$ cat src/rtl/core/ackc_pkg.sv
// shared types and constants of the cook controller
package ackc_pkg;

	localparam logic [4:0] BTN_NONE  = 5'd20;
	localparam logic [4:0] BTN_TIME  = 5'd13;
	localparam logic [4:0] BTN_STOP  = 5'd15;
	localparam logic [4:0] BTN_POWER = 5'd16;
	localparam logic [4:0] BTN_CLOCK = 5'd18;
	localparam logic [4:0] BTN_START = 5'd19;

	localparam logic [2:0] CUE_NONE   = 3'd0;
	localparam logic [2:0] CUE_BUTTON = 3'd1;
	localparam logic [2:0] CUE_START  = 3'd2;
	localparam logic [2:0] CUE_STOP   = 3'd3;
	localparam logic [2:0] CUE_DONE   = 3'd4;

	localparam logic [1:0] OP_TICK = 2'd0;
	localparam logic [1:0] OP_ROW  = 2'd1;
	localparam logic [1:0] OP_HOST = 2'd2;

	localparam logic [2:0] HC_RAW   = 3'd0;
	localparam logic [2:0] HC_TIME  = 3'd1;
	localparam logic [2:0] HC_POWER = 3'd2;
	localparam logic [2:0] HC_START = 3'd3;
	localparam logic [2:0] HC_STOP  = 3'd4;
	localparam logic [2:0] HC_PAUSE = 3'd5;
	localparam logic [2:0] HC_CLOCK = 3'd6;
	localparam logic [2:0] HC_KEY   = 3'd7;

	localparam logic [1:0] REG_SECOND   = 2'd0;
	localparam logic [1:0] REG_DEBOUNCE = 2'd1;
	localparam logic [1:0] REG_VOICE    = 2'd2;

	localparam logic [12:0] MAX_SECS  = 13'd5999;
	localparam logic [16:0] VOICE_SAT = 17'h1FFFF;
	localparam int unsigned NSLOT     = 17;

	typedef struct packed {
		logic [1:0]  operation;
		logic [2:0]  scan_row;
		logic [5:0]  column_bits;
		logic        door_closed;
		logic [2:0]  host_command;
		logic [12:0] host_value;
		logic        from_voice;
	} in_item_t;

	typedef struct packed {
		logic [4:0]  panel_button;
		logic        last_result;
		logic [2:0]  sound_cue;
		logic        cooking;
		logic        is_paused;
		logic        door_is_open;
		logic [12:0] time_left;
		logic [3:0]  power_level;
	} out_item_t;

	typedef struct packed {
		logic [1:0]  op;
		logic        door_closed;
		logic        cols_any;
		logic [4:0]  key;
		logic [2:0]  host_command;
		logic [12:0] host_value;
		logic        from_voice;
	} work_t;

	typedef struct packed {
		logic        cooking;
		logic        is_paused;
		logic        door_is_open;
		logic [12:0] time_left;
		logic [3:0]  power_level;
	} status_t;

	typedef struct packed {
		logic        a_en;
		logic [4:0]  a_btn;
		logic [2:0]  a_cue;
		logic        time_en;
		logic [12:0] time_secs;
		logic [2:0]  time_cue;
		logic        power_en;
		logic [3:0]  power_val;
		logic [2:0]  power_cue;
		logic        clock_en;
		logic [10:0] clock_val;
		logic        b_en;
		logic [4:0]  b_btn;
		logic [2:0]  b_cue;
		status_t     status;
	} desc_t;

	typedef struct packed {
		logic [15:0] second_ticks;
		logic [15:0] debounce_ticks;
		logic [16:0] voice_window_ticks;
	} cfg_t;

endpackage

$ cat src/rtl/core/appliance_keypad_cook_controller_core.sv
// Cook controller top level. Every item yields one to nine results,
// and the output register hands out one result per cycle while
// result_stall is low. An item yields one result for ticks and most row
// samples, up to eight for a quick-cook key. The press sequencer at the
// output hands out the results; items pass a queue, the state stage, a
// digit multiply stage and a slot stage before the output register.
// Registers sit at byte addresses 0, 4 and 8.
module appliance_keypad_cook_controller_core #(
	parameter int unsigned QUEUE_DEPTH = 4
) (
	input  logic                clk,
	input  logic                arst_n,
	input  logic                item_valid,
	output logic                item_stall,
	input  ackc_pkg::in_item_t  item,
	output logic                result_valid,
	input  logic                result_stall,
	output ackc_pkg::out_item_t result,
	input  logic                psel,
	input  logic                penable,
	input  logic                pwrite,
	input  logic [3:0]          paddr,
	input  logic [31:0]         pwdata,
	output logic [31:0]         prdata,
	output logic                pready
);

	ackc_pkg::cfg_t  cfg_q;
	ackc_pkg::work_t work, head;
	ackc_pkg::desc_t desc;
	logic            push, pop, q_full, q_valid, desc_valid, desc_take;

	assign pready = 1'b1;

	always_ff @(posedge clk or negedge arst_n) begin
		if (!arst_n) begin
			cfg_q.second_ticks       <= 16'd1000;
			cfg_q.debounce_ticks     <= 16'd100;
			cfg_q.voice_window_ticks <= 17'd10000;
		end else if (psel && penable && pwrite) begin
			case (paddr[3:2])
				ackc_pkg::REG_SECOND:   cfg_q.second_ticks       <= pwdata[15:0];
				ackc_pkg::REG_DEBOUNCE: cfg_q.debounce_ticks     <= pwdata[15:0];
				ackc_pkg::REG_VOICE:    cfg_q.voice_window_ticks <= pwdata[16:0];
				default: ;
			endcase
		end
	end

	always_comb begin
		case (paddr[3:2])
			ackc_pkg::REG_SECOND:   prdata = {16'd0, cfg_q.second_ticks};
			ackc_pkg::REG_DEBOUNCE: prdata = {16'd0, cfg_q.debounce_ticks};
			ackc_pkg::REG_VOICE:    prdata = {15'd0, cfg_q.voice_window_ticks};
			default:                prdata = '0;
		endcase
	end

	ackc_front u_front (
		.item       (item),
		.item_valid (item_valid),
		.item_stall (item_stall),
		.q_full     (q_full),
		.push       (push),
		.work       (work)
	);

	ackc_queue #(.DEPTH(QUEUE_DEPTH)) u_queue (
		.clk       (clk),
		.arst_n    (arst_n),
		.push      (push),
		.push_item (work),
		.pop       (pop),
		.full      (q_full),
		.not_empty (q_valid),
		.head      (head)
	);

	ackc_exec u_exec (
		.clk        (clk),
		.arst_n     (arst_n),
		.cfg        (cfg_q),
		.q_valid    (q_valid),
		.w          (head),
		.pop        (pop),
		.desc_valid (desc_valid),
		.desc       (desc),
		.desc_take  (desc_take)
	);

	ackc_emit u_emit (
		.clk          (clk),
		.arst_n       (arst_n),
		.desc_valid   (desc_valid),
		.desc         (desc),
		.desc_take    (desc_take),
		.result_valid (result_valid),
		.result_stall (result_stall),
		.result       (result)
	);

endmodule

$ cat src/rtl/core/ackc_front.sv
// input handshake and item classification with keypad matrix decode
module ackc_front (
	input  ackc_pkg::in_item_t item,
	input  logic               item_valid,
	output logic               item_stall,
	input  logic               q_full,
	output logic               push,
	output ackc_pkg::work_t    work
);

	function automatic logic [4:0] key_at(input logic [2:0] row, input logic [2:0] col);
		logic [4:0] k;
		begin
			case ({row, col})
				6'o05: k = 5'd19;
				6'o11: k = 5'd0;
				6'o12: k = 5'd1;
				6'o13: k = 5'd2;
				6'o14: k = 5'd3;
				6'o21: k = 5'd4;
				6'o22: k = 5'd5;
				6'o23: k = 5'd6;
				6'o24: k = 5'd7;
				6'o30: k = 5'd10;
				6'o31: k = 5'd8;
				6'o32: k = 5'd9;
				6'o33: k = 5'd12;
				6'o34: k = 5'd15;
				6'o41: k = 5'd13;
				6'o42: k = 5'd18;
				6'o43: k = 5'd11;
				6'o44: k = 5'd16;
				6'o50: k = 5'd17;
				6'o52: k = 5'd14;
				default: k = ackc_pkg::BTN_NONE;
			endcase
			return k;
		end
	endfunction

	logic [4:0] key;

	always_comb begin
		key = ackc_pkg::BTN_NONE;
		for (int c = 0; c < 6; c++) begin
			if (key == ackc_pkg::BTN_NONE && item.column_bits[5 - c]) begin
				key = key_at(item.scan_row, 3'(c));
			end
		end
	end

	assign item_stall = q_full;
	assign push       = item_valid && !q_full;

	always_comb begin
		work.op           = item.operation;
		work.door_closed  = item.door_closed;
		work.cols_any     = |item.column_bits;
		work.key          = key;
		work.host_command = item.host_command;
		work.host_value   = item.host_value;
		work.from_voice   = item.from_voice;
	end

endmodule

$ cat src/rtl/core/ackc_queue.sv
// short queue of classified items between front and back
module ackc_queue #(
	parameter int unsigned DEPTH = 4
) (
	input  logic            clk,
	input  logic            arst_n,
	input  logic            push,
	input  ackc_pkg::work_t push_item,
	input  logic            pop,
	output logic            full,
	output logic            not_empty,
	output ackc_pkg::work_t head
);

	localparam int unsigned PTR_W = (DEPTH > 1) ? $clog2(DEPTH) : 1;
	localparam int unsigned CNT_W = $clog2(DEPTH + 1);

	ackc_pkg::work_t  entry_q [DEPTH];
	logic [PTR_W-1:0] wr_q;
	logic [PTR_W-1:0] rd_q;
	logic [CNT_W-1:0] cnt_q;

	assign full      = cnt_q == CNT_W'(DEPTH);
	assign not_empty = cnt_q != '0;
	assign head      = entry_q[rd_q];

	always_ff @(posedge clk) begin
		if (push) begin
			entry_q[wr_q] <= push_item;
		end
	end

	always_ff @(posedge clk or negedge arst_n) begin
		if (!arst_n) begin
			wr_q  <= '0;
			rd_q  <= '0;
			cnt_q <= '0;
		end else begin
			if (push) begin
				wr_q <= (wr_q == PTR_W'(DEPTH - 1)) ? '0 : wr_q + 1'b1;
			end
			if (pop) begin
				rd_q <= (rd_q == PTR_W'(DEPTH - 1)) ? '0 : rd_q + 1'b1;
			end
			if (push && !pop) begin
				cnt_q <= cnt_q + 1'b1;
			end else if (pop && !push) begin
				cnt_q <= cnt_q - 1'b1;
			end
		end
	end

endmodule

$ cat src/rtl/core/ackc_exec.sv
// oven state and per-item action descriptor
module ackc_exec (
	input  logic            clk,
	input  logic            arst_n,
	input  ackc_pkg::cfg_t  cfg,
	input  logic            q_valid,
	input  ackc_pkg::work_t w,
	output logic            pop,
	output logic            desc_valid,
	output ackc_pkg::desc_t desc,
	input  logic            desc_take
);

	logic        running_q, held_q, door_open_q, start_pend_q;
	logic [12:0] secs_q;
	logic [3:0]  power_q;
	logic [4:0]  last_key_q;
	logic [15:0] release_q, second_q;
	logic [16:0] voice_q;
	logic        desc_valid_s1;
	ackc_pkg::desc_t desc_s1;

	logic        n_running, n_held, n_door, n_sp;
	logic [12:0] n_secs;
	logic [3:0]  n_power;
	logic [4:0]  n_last;
	logic [15:0] n_release, n_second;
	logic [16:0] n_voice;
	logic [16:0] next_cnt;
	logic [13:0] sum;
	logic [12:0] extra;
	logic [12:0] qsecs;
	logic [3:0]  qpow;
	logic        key_go;
	logic [4:0]  kv;
	logic        ok;
	ackc_pkg::desc_t d;

	assign pop        = q_valid && (!desc_valid_s1 || desc_take);
	assign desc_valid = desc_valid_s1;
	assign desc       = desc_s1;

	always_comb begin
		n_running = running_q;
		n_held    = held_q;
		n_door    = door_open_q;
		n_sp      = start_pend_q;
		n_secs    = secs_q;
		n_power   = power_q;
		n_last    = last_key_q;
		n_release = release_q;
		n_second  = second_q;
		n_voice   = voice_q;
		d         = '0;
		key_go    = 1'b0;
		kv        = w.key;
		next_cnt  = {1'b0, second_q} + 17'd1;
		sum       = '0;
		extra     = '0;
		qsecs     = '0;
		qpow      = '0;
		ok        = !w.from_voice || (voice_q < cfg.voice_window_ticks);
		case (w.op)
			ackc_pkg::OP_TICK: begin
				if (release_q != '1) n_release = release_q + 16'd1;
				if (voice_q != ackc_pkg::VOICE_SAT) n_voice = voice_q + 17'd1;
				if (running_q && next_cnt > {1'b0, cfg.second_ticks}) begin
					n_second = '0;
					if (secs_q != '0) n_secs = secs_q - 13'd1;
					if (n_secs == '0) begin
						d.a_en    = 1'b1;
						d.a_btn   = ackc_pkg::BTN_STOP;
						d.a_cue   = ackc_pkg::CUE_DONE;
						n_running = 1'b0;
						n_held    = 1'b0;
						n_sp      = 1'b0;
						n_secs    = '0;
						n_power   = '0;
					end
				end else begin
					n_second = next_cnt[16] ? '1 : next_cnt[15:0];
				end
			end
			ackc_pkg::OP_ROW: begin
				if (!w.door_closed) begin
					if (running_q) begin
						d.a_en    = 1'b1;
						d.a_btn   = ackc_pkg::BTN_STOP;
						d.a_cue   = ackc_pkg::CUE_NONE;
						n_running = 1'b0;
						n_held    = 1'b0;
						n_sp      = 1'b0;
						n_secs    = '0;
						n_power   = '0;
					end
					n_door = 1'b1;
				end else if (door_open_q) begin
					n_door  = 1'b0;
					n_voice = '0;
					if (start_pend_q && secs_q != '0) begin
						d.a_en    = 1'b1;
						d.a_btn   = ackc_pkg::BTN_START;
						d.a_cue   = held_q ? ackc_pkg::CUE_NONE : ackc_pkg::CUE_START;
						n_running = 1'b1;
						n_sp      = 1'b0;
						n_voice   = ackc_pkg::VOICE_SAT;
						n_second  = '0;
						n_held    = 1'b0;
					end
				end
				if (w.cols_any) begin
					if (w.key != ackc_pkg::BTN_NONE && w.key != last_key_q) begin
						key_go = 1'b1;
						n_last = w.key;
					end
					n_release = '0;
				end else if (last_key_q != ackc_pkg::BTN_NONE
						&& release_q > cfg.debounce_ticks) begin
					n_last    = ackc_pkg::BTN_NONE;
					n_release = '0;
				end
			end
			ackc_pkg::OP_HOST: begin
				case (w.host_command)
					ackc_pkg::HC_RAW: begin
						if (w.host_value < 13'd20) begin
							d.b_en  = 1'b1;
							d.b_btn = w.host_value[4:0];
							d.b_cue = ackc_pkg::CUE_NONE;
						end
					end
					ackc_pkg::HC_TIME: begin
						if (ok && w.host_value <= ackc_pkg::MAX_SECS) begin
							n_running   = 1'b0;
							n_secs      = w.host_value;
							d.time_en   = 1'b1;
							d.time_secs = w.host_value;
						end
					end
					ackc_pkg::HC_POWER: begin
						if (ok && w.host_value <= 13'd10) begin
							n_power     = w.host_value[3:0];
							d.power_en  = 1'b1;
							d.power_val = w.host_value[3:0];
						end
					end
					ackc_pkg::HC_START: begin
						if (ok) begin
							if (!door_open_q) begin
								if (secs_q != '0) begin
									d.b_en    = 1'b1;
									d.b_btn   = ackc_pkg::BTN_START;
									d.b_cue   = held_q ? ackc_pkg::CUE_NONE
										: ackc_pkg::CUE_START;
									n_running = 1'b1;
									n_sp      = 1'b0;
									n_voice   = ackc_pkg::VOICE_SAT;
									n_second  = '0;
									n_held    = 1'b0;
								end
							end else begin
								n_sp = 1'b1;
							end
						end
					end
					ackc_pkg::HC_STOP: begin
						if (ok) begin
							d.b_en    = 1'b1;
							d.b_btn   = ackc_pkg::BTN_STOP;
							d.b_cue   = ackc_pkg::CUE_NONE;
							n_running = 1'b0;
							n_held    = 1'b0;
							n_sp      = 1'b0;
							n_secs    = '0;
							n_power   = '0;
						end
					end
					ackc_pkg::HC_PAUSE: begin
						if (running_q) begin
							d.b_en    = 1'b1;
							d.b_btn   = ackc_pkg::BTN_TIME;
							d.b_cue   = ackc_pkg::CUE_NONE;
							n_running = 1'b0;
							n_held    = 1'b1;
						end
					end
					ackc_pkg::HC_CLOCK: begin
						if (w.host_value <= 13'd1259 && w.host_value >= 13'd100) begin
							d.clock_en  = 1'b1;
							d.clock_val = w.host_value[10:0];
						end
					end
					default: begin
						if (w.host_value < 13'd20) begin
							key_go = 1'b1;
							kv     = w.host_value[4:0];
						end
					end
				endcase
			end
			default: ;
		endcase

		if (key_go) begin
			case (kv)
				5'd0, 5'd1, 5'd2, 5'd3, 5'd4, 5'd5, 5'd6, 5'd7, 5'd8, 5'd9: begin
					case (kv)
						5'd0:    begin qsecs = 13'd120; qpow = 4'd7;  end
						5'd1:    begin qsecs = 13'd10;  qpow = 4'd10; end
						5'd2:    begin qsecs = 13'd20;  qpow = 4'd10; end
						5'd3:    begin qsecs = 13'd30;  qpow = 4'd10; end
						5'd4:    begin qsecs = 13'd60;  qpow = 4'd10; end
						5'd5:    begin qsecs = 13'd120; qpow = 4'd10; end
						5'd6:    begin qsecs = 13'd10;  qpow = 4'd7;  end
						5'd7:    begin qsecs = 13'd20;  qpow = 4'd7;  end
						5'd8:    begin qsecs = 13'd30;  qpow = 4'd7;  end
						default: begin qsecs = 13'd60;  qpow = 4'd7;  end
					endcase
					n_running   = 1'b0;
					n_secs      = qsecs;
					d.time_en   = 1'b1;
					d.time_secs = qsecs;
					n_power     = qpow;
					d.power_en  = 1'b1;
					d.power_val = qpow;
					if (!n_door) begin
						d.b_en    = 1'b1;
						d.b_btn   = ackc_pkg::BTN_START;
						d.b_cue   = n_held ? ackc_pkg::CUE_NONE : ackc_pkg::CUE_START;
						n_running = 1'b1;
						n_sp      = 1'b0;
						n_voice   = ackc_pkg::VOICE_SAT;
						n_second  = '0;
						n_held    = 1'b0;
					end else begin
						n_sp = 1'b1;
					end
				end
				5'd10: begin
					if (!n_door) begin
						if (n_secs != '0) begin
							d.b_en    = 1'b1;
							d.b_btn   = ackc_pkg::BTN_START;
							d.b_cue   = n_held ? ackc_pkg::CUE_NONE : ackc_pkg::CUE_START;
							n_running = 1'b1;
							n_sp      = 1'b0;
							n_voice   = ackc_pkg::VOICE_SAT;
							n_second  = '0;
							n_held    = 1'b0;
						end
					end else begin
						n_sp = 1'b1;
					end
				end
				5'd11: begin
					d.b_en    = 1'b1;
					d.b_btn   = ackc_pkg::BTN_STOP;
					d.b_cue   = ackc_pkg::CUE_STOP;
					n_running = 1'b0;
					n_held    = 1'b0;
					n_sp      = 1'b0;
					n_secs    = '0;
					n_power   = '0;
				end
				5'd12, 5'd13, 5'd16, 5'd17: begin
					case (kv)
						5'd12:   extra = 13'd10;
						5'd13:   extra = 13'd600;
						5'd16:   extra = 13'd1;
						default: extra = 13'd60;
					endcase
					sum         = {1'b0, n_secs} + {1'b0, extra};
					n_running   = 1'b0;
					n_secs      = (sum > {1'b0, ackc_pkg::MAX_SECS}) ? extra : sum[12:0];
					d.time_en   = 1'b1;
					d.time_secs = n_secs;
					d.time_cue  = ackc_pkg::CUE_BUTTON;
				end
				5'd14, 5'd15, 5'd18, 5'd19: begin
					case (kv)
						5'd14:   qpow = 4'd7;
						5'd15:   qpow = 4'd3;
						5'd18:   qpow = 4'd10;
						default: qpow = 4'd5;
					endcase
					if (!n_running) begin
						n_power     = qpow;
						d.power_en  = 1'b1;
						d.power_val = qpow;
						d.power_cue = ackc_pkg::CUE_BUTTON;
					end else begin
						d.b_en  = 1'b1;
						d.b_btn = ackc_pkg::BTN_NONE;
						d.b_cue = ackc_pkg::CUE_BUTTON;
					end
				end
				default: ;
			endcase
		end

		d.status.cooking      = n_running;
		d.status.is_paused    = n_held;
		d.status.door_is_open = n_door;
		d.status.time_left    = n_secs;
		d.status.power_level  = n_power;
	end

	always_ff @(posedge clk) begin
		if (pop) begin
			desc_s1 <= d;
		end
	end

	always_ff @(posedge clk or negedge arst_n) begin
		if (!arst_n) begin
			running_q     <= 1'b0;
			held_q        <= 1'b0;
			door_open_q   <= 1'b0;
			start_pend_q  <= 1'b0;
			secs_q        <= '0;
			power_q       <= '0;
			last_key_q    <= ackc_pkg::BTN_NONE;
			release_q     <= '0;
			second_q      <= '0;
			voice_q       <= ackc_pkg::VOICE_SAT;
			desc_valid_s1 <= 1'b0;
		end else begin
			if (pop) begin
				running_q    <= n_running;
				held_q       <= n_held;
				door_open_q  <= n_door;
				start_pend_q <= n_sp;
				secs_q       <= n_secs;
				power_q      <= n_power;
				last_key_q   <= n_last;
				release_q    <= n_release;
				second_q     <= n_second;
				voice_q      <= n_voice;
			end
			if (pop) begin
				desc_valid_s1 <= 1'b1;
			end else if (desc_take) begin
				desc_valid_s1 <= 1'b0;
			end
		end
	end

endmodule

$ cat src/rtl/core/ackc_emit.sv
// digit expansion and press sequencer feeding the output register
module ackc_emit (
	input  logic               clk,
	input  logic               arst_n,
	input  logic               desc_valid,
	input  ackc_pkg::desc_t    desc,
	output logic               desc_take,
	output logic               result_valid,
	input  logic               result_stall,
	output ackc_pkg::out_item_t result
);

	function automatic logic [3:0] div10(input logic [6:0] x);
		logic [14:0] p;
		begin
			p = 15'(x) * 15'd205;
			return p[14:11];
		end
	endfunction

	logic            valid_s2;
	ackc_pkg::desc_t desc_s2;
	logic [6:0]      min_s2;
	logic [3:0]      hour_s2;

	logic                    valid_s3;
	logic [ackc_pkg::NSLOT-1:0] mask_s3;
	logic [4:0]              btn_s3 [ackc_pkg::NSLOT];
	logic [2:0]              cue_s3 [ackc_pkg::NSLOT];
	ackc_pkg::status_t       status_s3;
	logic [3:0]              cnt_q;

	logic                    out_valid_q;
	ackc_pkg::out_item_t     out_q;

	logic [27:0] prod_m;
	logic [23:0] prod_h;
	logic        load_s2, load_s3, load_out;
	logic        last;
	logic [ackc_pkg::NSLOT-1:0] pick, rest;
	logic [4:0]  pick_btn;
	logic [2:0]  pick_cue;

	logic [12:0] sec_rem;
	logic [5:0]  sec;
	logic [3:0]  min_hi, min_lo, sec_hi, sec_lo;
	logic [10:0] clk_rem;
	logic [6:0]  mins;
	logic [3:0]  c_tens, c_ones, c_hund;
	logic        clock_ok;
	logic [ackc_pkg::NSLOT-1:0] m_mask;
	logic [4:0]  m_btn [ackc_pkg::NSLOT];
	logic [2:0]  m_cue [ackc_pkg::NSLOT];

	assign prod_m = 28'(desc.time_secs) * 28'd17477;
	assign prod_h = 24'(desc.clock_val) * 24'd5243;

	always_comb begin
		pick     = '0;
		pick_btn = ackc_pkg::BTN_NONE;
		pick_cue = ackc_pkg::CUE_NONE;
		for (int i = ackc_pkg::NSLOT - 1; i >= 0; i--) begin
			if (mask_s3[i]) begin
				pick     = '0;
				pick[i]  = 1'b1;
				pick_btn = btn_s3[i];
				pick_cue = cue_s3[i];
			end
		end
	end

	assign rest      = mask_s3 & ~pick;
	assign last      = (rest == '0) || (cnt_q == 4'd8);
	assign load_out  = valid_s3 && (!out_valid_q || !result_stall);
	assign load_s3   = valid_s2 && (!valid_s3 || (load_out && last));
	assign load_s2   = desc_valid && (!valid_s2 || load_s3);
	assign desc_take = load_s2;

	always_comb begin
		sec_rem = desc_s2.time_secs - 13'(13'(min_s2) * 13'd60);
		sec     = sec_rem[5:0];
		min_hi  = div10(min_s2);
		min_lo  = 4'(min_s2 - 7'(7'(min_hi) * 7'd10));
		sec_hi  = div10({1'b0, sec});
		sec_lo  = 4'(sec - 6'(6'(sec_hi) * 6'd10));
		clk_rem = desc_s2.clock_val - 11'(11'(hour_s2) * 11'd100);
		mins    = clk_rem[6:0];
		c_tens  = div10(mins);
		c_ones  = 4'(mins - 7'(7'(c_tens) * 7'd10));
		c_hund  = (hour_s2 >= 4'd10) ? hour_s2 - 4'd10 : hour_s2;
		clock_ok = desc_s2.clock_en && mins <= 7'd59;

		for (int i = 0; i < ackc_pkg::NSLOT; i++) begin
			m_btn[i] = ackc_pkg::BTN_NONE;
			m_cue[i] = ackc_pkg::CUE_NONE;
		end
		m_btn[0]  = desc_s2.a_btn;
		m_cue[0]  = desc_s2.a_cue;
		m_btn[1]  = ackc_pkg::BTN_TIME;
		m_cue[1]  = desc_s2.time_cue;
		m_btn[2]  = {1'b0, min_hi};
		m_btn[3]  = {1'b0, min_lo};
		m_btn[4]  = {1'b0, sec_hi};
		m_btn[5]  = {1'b0, sec_lo};
		m_btn[6]  = ackc_pkg::BTN_POWER;
		m_cue[6]  = desc_s2.power_cue;
		m_btn[7]  = (desc_s2.power_val == 4'd10) ? 5'd1 : {1'b0, desc_s2.power_val};
		m_btn[8]  = 5'd0;
		m_btn[9]  = ackc_pkg::BTN_CLOCK;
		m_btn[10] = ackc_pkg::BTN_STOP;
		m_btn[11] = 5'd1;
		m_btn[12] = {1'b0, c_hund};
		m_btn[13] = {1'b0, c_tens};
		m_btn[14] = {1'b0, c_ones};
		m_btn[15] = ackc_pkg::BTN_CLOCK;
		m_btn[16] = desc_s2.b_btn;
		m_cue[16] = desc_s2.b_cue;

		m_mask[0]  = desc_s2.a_en;
		m_mask[1]  = desc_s2.time_en;
		m_mask[2]  = desc_s2.time_en && min_s2 >= 7'd10;
		m_mask[3]  = desc_s2.time_en && min_s2 != '0;
		m_mask[4]  = desc_s2.time_en && (sec >= 6'd10 || min_s2 != '0);
		m_mask[5]  = desc_s2.time_en;
		m_mask[6]  = desc_s2.power_en;
		m_mask[7]  = desc_s2.power_en;
		m_mask[8]  = desc_s2.power_en && desc_s2.power_val == 4'd10;
		m_mask[9]  = clock_ok;
		m_mask[10] = clock_ok;
		m_mask[11] = clock_ok && desc_s2.clock_val >= 11'd1000;
		m_mask[12] = clock_ok;
		m_mask[13] = clock_ok;
		m_mask[14] = clock_ok;
		m_mask[15] = clock_ok;
		m_mask[16] = desc_s2.b_en;

		if (m_mask == '0) begin
			m_mask[0] = 1'b1;
			m_btn[0]  = ackc_pkg::BTN_NONE;
			m_cue[0]  = ackc_pkg::CUE_NONE;
		end
	end

	always_ff @(posedge clk) begin
		if (load_s2) begin
			desc_s2 <= desc;
			min_s2  <= prod_m[26:20];
			hour_s2 <= prod_h[22:19];
		end
		if (load_s3) begin
			btn_s3    <= m_btn;
			cue_s3    <= m_cue;
			status_s3 <= desc_s2.status;
		end
		if (load_out) begin
			out_q.panel_button <= pick_btn;
			out_q.last_result  <= last;
			out_q.sound_cue    <= pick_cue;
			out_q.cooking      <= status_s3.cooking;
			out_q.is_paused    <= status_s3.is_paused;
			out_q.door_is_open <= status_s3.door_is_open;
			out_q.time_left    <= status_s3.time_left;
			out_q.power_level  <= status_s3.power_level;
		end
	end

	always_ff @(posedge clk or negedge arst_n) begin
		if (!arst_n) begin
			valid_s2    <= 1'b0;
			valid_s3    <= 1'b0;
			mask_s3     <= '0;
			cnt_q       <= '0;
			out_valid_q <= 1'b0;
		end else begin
			if (load_s2) begin
				valid_s2 <= 1'b1;
			end else if (load_s3) begin
				valid_s2 <= 1'b0;
			end
			if (load_s3) begin
				valid_s3 <= 1'b1;
				mask_s3  <= m_mask;
				cnt_q    <= '0;
			end else if (load_out) begin
				if (last) begin
					valid_s3 <= 1'b0;
					mask_s3  <= '0;
					cnt_q    <= '0;
				end else begin
					mask_s3 <= rest;
					cnt_q   <= cnt_q + 4'd1;
				end
			end
			if (load_out) begin
				out_valid_q <= 1'b1;
			end else if (!result_stall) begin
				out_valid_q <= 1'b0;
			end
		end
	end

	assign result_valid = out_valid_q;
	assign result       = out_q;

	assert property (@(posedge clk) disable iff (!arst_n)
		valid_s3 |-> mask_s3 != '0)
		else $error("sequencer holds an item with no press left");
	assert property (@(posedge clk) disable iff (!arst_n)
		cnt_q <= 4'd8)
		else $error("more than nine results for one item");
	assert property (@(posedge clk) disable iff (!arst_n)
		(load_out && !last) |=> valid_s3)
		else $error("item dropped before its last result");

endmodule

$ cat config.mk
export PLATFORM = sky130hd
export DESIGN_NAME = appliance_keypad_cook_controller_core
export DESIGN_NICKNAME = d
export VERILOG_FILES = /design/src/rtl/core/ackc_pkg.sv /design/src/rtl/core/appliance_keypad_cook_controller_core.sv /design/src/rtl/core/ackc_front.sv /design/src/rtl/core/ackc_queue.sv /design/src/rtl/core/ackc_exec.sv /design/src/rtl/core/ackc_emit.sv
export SDC_FILE = /design/constraint.sdc
export NUM_CORES = 1
export LEC_CHECK = 0
export BUFFER_PORTS_ARGS = -buffer_cell sky130_fd_sc_hd__buf_2
export CAP_MARGIN = 0
export CORE_ASPECT_RATIO = 0.8
export CORE_UTILIZATION = 55
export DETAILED_ROUTE_END_ITERATION = 6
export PLACE_DENSITY_LB_ADDON = 0.1
export SLEW_MARGIN = 30
export SYNTH_ARGS = -nofsm -noshare
export SYNTH_HDL_FRONTEND = slang
export SYNTH_HIERARCHICAL = 1
export SYNTH_SLANG_ARGS = --single-unit
$ cat constraint.sdc
create_clock -name clk -period 9 [get_ports clk]
set_input_delay 1.35 -clock clk [delete_from_list [all_inputs] [get_ports clk]]
set_output_delay 1.35 -clock clk [all_outputs]
set_load 0.01 [all_outputs]
## Word level (Yosys, flattened, before mapping)

Memory sizes are Yosys's and may differ from the RTL's.
Index checks and enable logic that the tools add are counted.

- Bits in registers: 413
- RAM bits: 104
- ROM bits: 144
- Input bits: 72
- Output and inout port bits: 64
- Logic and storage cells: 516
- Memories: 2

Memories:

| name | depth | bits a word | rd ports | clocked after Yosys merged registers in | write ports | RTL line | text |
|---|---|---|---|---|---|---|---|
| (no name shown) | 16 | 9 | 1 | 0 | 0 | ackc_exec.sv:207 | `case (kv)` |
| u_queue.entry_q | 4 | 26 | 1 | 0 | 1 | ackc_queue.sv:18 | `ackc_pkg::work_t entry_q [DEPTH];` |

- Add/sub/neg operators: 16
- $mul: 10
- Order comparisons: 14
- Eq/ne operators: 53
- Mux-type cells: 251
- Bitwise gates (word level): 2
- Reductions and logical operators: 78

Operators by type and width:

| cell | number |
|---|---|
| $mux W17 | 33 |
| $mux W16 | 16 |
| $mux W13 | 13 |
| $mux W9 | 18 |
| $mux W5 | 32 |
| $pmux W17 S3 | 2 |
| $pmux W13 S3 | 2 |
| $pmux W9 S4 | 2 |
| $pmux W16 S2 | 2 |
| $mux W3 | 21 |
| $mux W1 | 62 |
| $pmux W5 S4 | 3 |
| $mux W4 | 12 |
| $pmux W16 S3 | 1 |
| $eq A5 B5 Y1 const B | 9 |
| $mux W14 | 3 |
| $eq A5 B4 Y1 const B | 8 |
| $pmux W4 S3 | 3 |
| $logic_not A17 Y1 | 2 |
| $pmux W17 S2 | 1 |
| $mul A7 B8 Y15 const B | 2 |
| $pmux W10 S3 | 1 |
| $logic_and A1 B1 Y1 | 28 |
| $pmux W14 S2 | 1 |
| 81 further kinds | 147 |

## Logic depth before layout (Yosys ltp)

- Depth after elaboration: 31
- Depth in mapped cells: 31
- Mapped depth without buffers: 29

## Cells and area by module

Netlist, hierarchy kept.

By module, submodules not included:

| module | times used | cells each | area each (sq um) | seq. area each (sq um) |
|---|---|---|---|---|
| ackc_emit | 1 | 1,184 | 14,410.1 | 6,035.8 |
| ackc_exec | 1 | 1,338 | 11,325.9 | 3,907.5 |
| ackc_queue | 1 | 173 | 4,217.8 | 3,298.2 |
| appliance_keypad_cook_controller_core | 1 | 180 | 2,402.3 | 1,243.7 |
| ackc_front | 1 | 92 | 666.9 | 0.0 |

## Least setup slack after synthesis

No wires, ideal clock.

- Path type: flip-flop to flip-flop
- Start: register u_emit/mask_s3[1] (netlist bit)
- End: register u_queue.cnt_q[1]
- Library setup time: 125 ps
- Arrival: 7,941 ps
- Required time: 8,875 ps
- Slack: 935 ps
- Cell stages (with the launch flop): 20
- Buffers on the path: 3
- Clock period less this slack: 8,065 ps
- Cells stage by stage: dfrtp_1 -> clkbuf_1 -> or4_1 -> maj3_1 -> o21ai_0 -> and3_1 -> a21oi_1 -> inv_2 -> a21o_1 -> o21a_1 -> nand2b_1 -> nand2_1 -> inv_1 -> clkbuf_1 -> buf_1 -> inv_1 -> ha_1 -> inv_1 -> fa_1 -> mux2_2

- Cells in the longest elaborated chain, start to end: 16
- Elaborated cells between the ends (all ways): 18
- Classes of those cells: mux (3); bitwise (2); reduce/logical (13)

Ends and longest elaborated chain:

| item | RTL line | text |
|---|---|---|
| start: declaration | ackc_emit.sv:27 | `logic [ackc_pkg::NSLOT-1:0] mask_s3;` |
| start signal: assignment | ackc_emit.sv:182 | `mask_s3 <= m_mask;` |
| start signal: assignment | ackc_emit.sv:190 | `mask_s3 <= rest;` |
| $mux W17 (2 in a row) | ackc_emit.sv:63 | `if (mask_s3[i]) begin` |
| $not A17 Y17 | ackc_emit.sv:72 | `assign rest = mask_s3 & ~pick;` |
| $and A17 B17 Y17 (*) | ackc_emit.sv:72 |  |
| $logic_not A17 Y1 (*) | ackc_emit.sv:73 | `assign last = (rest == '0) \|\| (cnt_q == 4'd8);` |
| $logic_or A1 B1 Y1 (*) | ackc_emit.sv:73 |  |
| named net u_emit.last | ackc_emit.sv:39 | `logic last;` |
| $logic_and A1 B1 Y1 (*) | ackc_emit.sv:75 | `assign load_s3 = valid_s2 && (!valid_s3 \|\| (load_out && last));` |
| $logic_or A1 B1 Y1 (*) | ackc_emit.sv:75 |  |
| (+2 left out) | n/a |  |
| $logic_and A1 B1 Y1 (*) | ackc_emit.sv:76 | `assign load_s2 = desc_valid && (!valid_s2 \|\| load_s3);` |
| named net desc_take | appliance_keypad_cook_controller_core.sv:31 | `logic push, pop, q_full, q_valid, desc_valid, desc_take;` |
| $logic_or A1 B1 Y1 (*) | ackc_exec.sv:39 | `assign pop = q_valid && (!desc_valid_s1 \|\| desc_take);` |
| $logic_and A1 B1 Y1 (*) | ackc_exec.sv:39 |  |
| named net pop | appliance_keypad_cook_controller_core.sv:31 |  |
| $logic_not A1 Y1 | ackc_queue.sv:45 | `if (push && !pop) begin` |
| $logic_and A1 B1 Y1 | ackc_queue.sv:45 |  |
| $mux W3 / $reduce_bool A2 Y1 (equally long branches) | n/a |  |
| end signal: assignment | ackc_queue.sv:46 | `cnt_q <= cnt_q + 1'b1;` |
| end signal: assignment | ackc_queue.sv:48 | `cnt_q <= cnt_q - 1'b1;` |
| end: declaration | ackc_queue.sv:21 | `logic [CNT_W-1:0] cnt_q;` |

Mark *: on every way through the listed nets, which the timed path passes. The rest lies on a longest branch.
A chain may end at the register's enable or synchronous reset.

==> metrics <==
root buf cell clkbuf_16; largest family of logic cells by synthesized area adder cells; # hold bufs at CTS 0; synthesized flop and latch total 507; CP max-delay cell o21ai_0; CTS Buffer Depth 3; CTS Sinks 507; Setup CP Type reg -> reg; cell type with the largest total area after synthesis edfxtp_1; largest net degree at the start of global routing 65; most frequent cells after synthesis 351 x edfxtp_1, 340 x ha_1, 310 x inv_1; layout cell share with drive strength beyond 1 0.130; Iter 0 DRT Violations 2073; ys async rst share 0.308; Rows 79; first-pass GRT wire length 128 mm; most numerous cell in the Yosys netlist edfxtp_1; clock slew at reported path FFs 70 ps; synth top area cells edfxtp_1 32%, ha_1 13%, dfrtp_1 9.3%; CP peak stage delay 590 ps; area share of fa/ha/maj cells after synthesis 0.181; violations in the final reports design-rule violations; CP endpoint kind register; port bufs 102; die area 61000 µm²; final worst path period need 8240 ps; antenna violation net count after detailed routing 0; GPL Wtd Cong 0.933; Top FF cell, synth edfxtp_1; htree depth 2; YS warnings 6; DR WL/cell 21.0 µm; Post-synth EDFFs 351; Slew Limit Fails 0; Area Overhead vs Synth 7.98%; average size of a mapped cell 11.1 µm²; io pins 136; Total GRT Usage 0.267; Via Count 23100; setup TNS 0 ps; post-synthesis simple-gate area fraction 0.105; Vias/cell 6.01; clock latency on the worst-skew pair 590 ps; DRC viols 5; Hold Path Class reg -> reg; crit share post-route 0.915; Peak Freq 121 MHz; hold path depth 0; Post-Syn Area 33000 µm²; MaxCap Viol Count 0; post-synthesis compound-gate area fraction 0.129; HPWL after DPL 59.6 mm; Initial Util 0.562; post-synth top area share 0.319; Resize count post-CTS 0; Core Area 58700 µm²; drt pass-1 iters 7; Setup Buffers After CTS 0; mux cell area share after synthesis 0.0539; Critical Path Most Common Cell and3_1; CTS tree done; initial antenna violation count 1; required time of the worst setup path 9320 ps; Finished Layout Cells 3841; Worst setup SP type register; CP max FO 9; Final Hold Fails 0; DP Cell Count 3741; die extent in y 221 µm; vias in the first global route 23000; Final Util 0.607; final wirelength 80.7 mm; count of different cell masters after synthesis 112; register area share after synthesis 0.439; Clock Skews 16.4 ps; RSZ-0062 raised after global routing no; Nets 3526; width of the die 276 µm; Gate Count Post-Synth 2967; TritonCTS Buffers 53; final setup fails 0; worst rel slew slack 0.262; GRT overflow 0; status finished, violations left; worst r2r path cells 28; actual slew at the worst max-slew pin 1110 ps; crit path DAT 8550 ps; post-synthesis xor/xnor area fraction 0.0285
[flip-flops by register name (all words and copies together) (netlist names), 2 cells and up]
signal,count
u_emit/result,29
u_queue/rd_q,2
u_emit/hour_s2,4
u_emit/cue_s3,12
u_exec/power_q,4
cfg_q,49
u_exec/last_key_q,5
u_exec/release_q,16
u_exec/second_q,16
u_emit/btn_s3,41
u_emit/mask_s3,17
u_queue/entry_q,104
u_exec/voice_q,17
u_emit/cnt_q,4
u_emit/desc_s2,68
u_queue/wr_q,2
u_emit/min_s2,7
u_exec/desc,66
u_queue/cnt_q,3
u_emit/status_s3,20
u_exec/secs_q,13
[logic make-up (layout without fill, tap and decap cells)]
group	Yosys count	after routing
multiplexers	129	129
XOR/XNOR	106	106
adder cells (fa/ha/maj)	427	427
flip-flops	507	507
AND/OR/NAND/NOR	691	691
buffers and inverters	463	548
AO/OA/AOI/OAI	641	641
other	3	23
[placed cells by master, fill, tap and decap left out, drive strengths merged, types with 26 or more instances in the layout]
cell type / netlist / final
edfxtp: 351 / 351
ha: 340 / 340
inv: 311 / 312
nand2: 197 / 197
o21ai: 175 / 175
nor2: 158 / 158
buf: 84 / 135
a21oi: 132 / 132
dfrtp: 123 / 123
fa: 85 / 85
clkbuf: 63 / 74
mux2: 71 / 71
nand3: 68 / 68
xnor2: 65 / 65
nor3: 43 / 43
xor2: 40 / 40
a21o: 40 / 40
and2: 35 / 35
dfstp: 33 / 33
mux2i: 32 / 32
a31oi: 28 / 28
mux4: 26 / 26
[routing by layer]
metal / global-route usage / wire length, µm
met1: 0.392 / 37200
met2: 0.416 / 36800
met3: 0.0347 / 4720
met4: 0.0711 / 1940
met5: 0 / 0
[final timing paths]
path | from | to | slack [ps]
setup / recovery | u_exec/second_q[2] | u_exec/desc[4] | 760
hold / removal | u_exec/desc[25] | u_emit/desc_s2[25] | 410
setup reg to reg | u_exec/second_q[2] | u_exec/desc[4] | 760
hold reg to reg | u_exec/desc[25] | u_emit/desc_s2[25] | 410
max in group asynchronous | arst_n | u_exec/last_key_q[1] | 6340
min in group asynchronous | arst_n | u_emit/cnt_q[0] | 740
[worst max-delay path: cells and delay by family, from the launching register on]
kind	cells	cell delay, ps
compound gates	15	3940
xor+xnor	2	370
fa+ha+maj	3	1030
flops	1	410
mux	1	330
simple gates	7	1860
[per-stage QoR]
stage                     setup slack (ps)  cell area (µm²)  hold slack [ps]
after floorplan                        935            33100              400
after global placement                1120            34000              400
after detailed placement              1010            34000              405
after CTS                              959            35600              414
after global routing                   369            35700              421
final                                  763            35700              413
[cell type report]
cell class | instances | area (µm²)
inverter | 316 | 1190
antenna | 1 | 2.50
clock buffer | 74 | 1490
fill | 4829 | 23100
timing repair buffer | 135 | 776
sequential | 507 | 14500
multi-input combinational | 2016 | 16600
tap | 769 | 962
clock inverter | 23 | 174
Power is not shown: default switching activity piles up to over one toggle a cycle in this logic, so the estimate is an artifact.
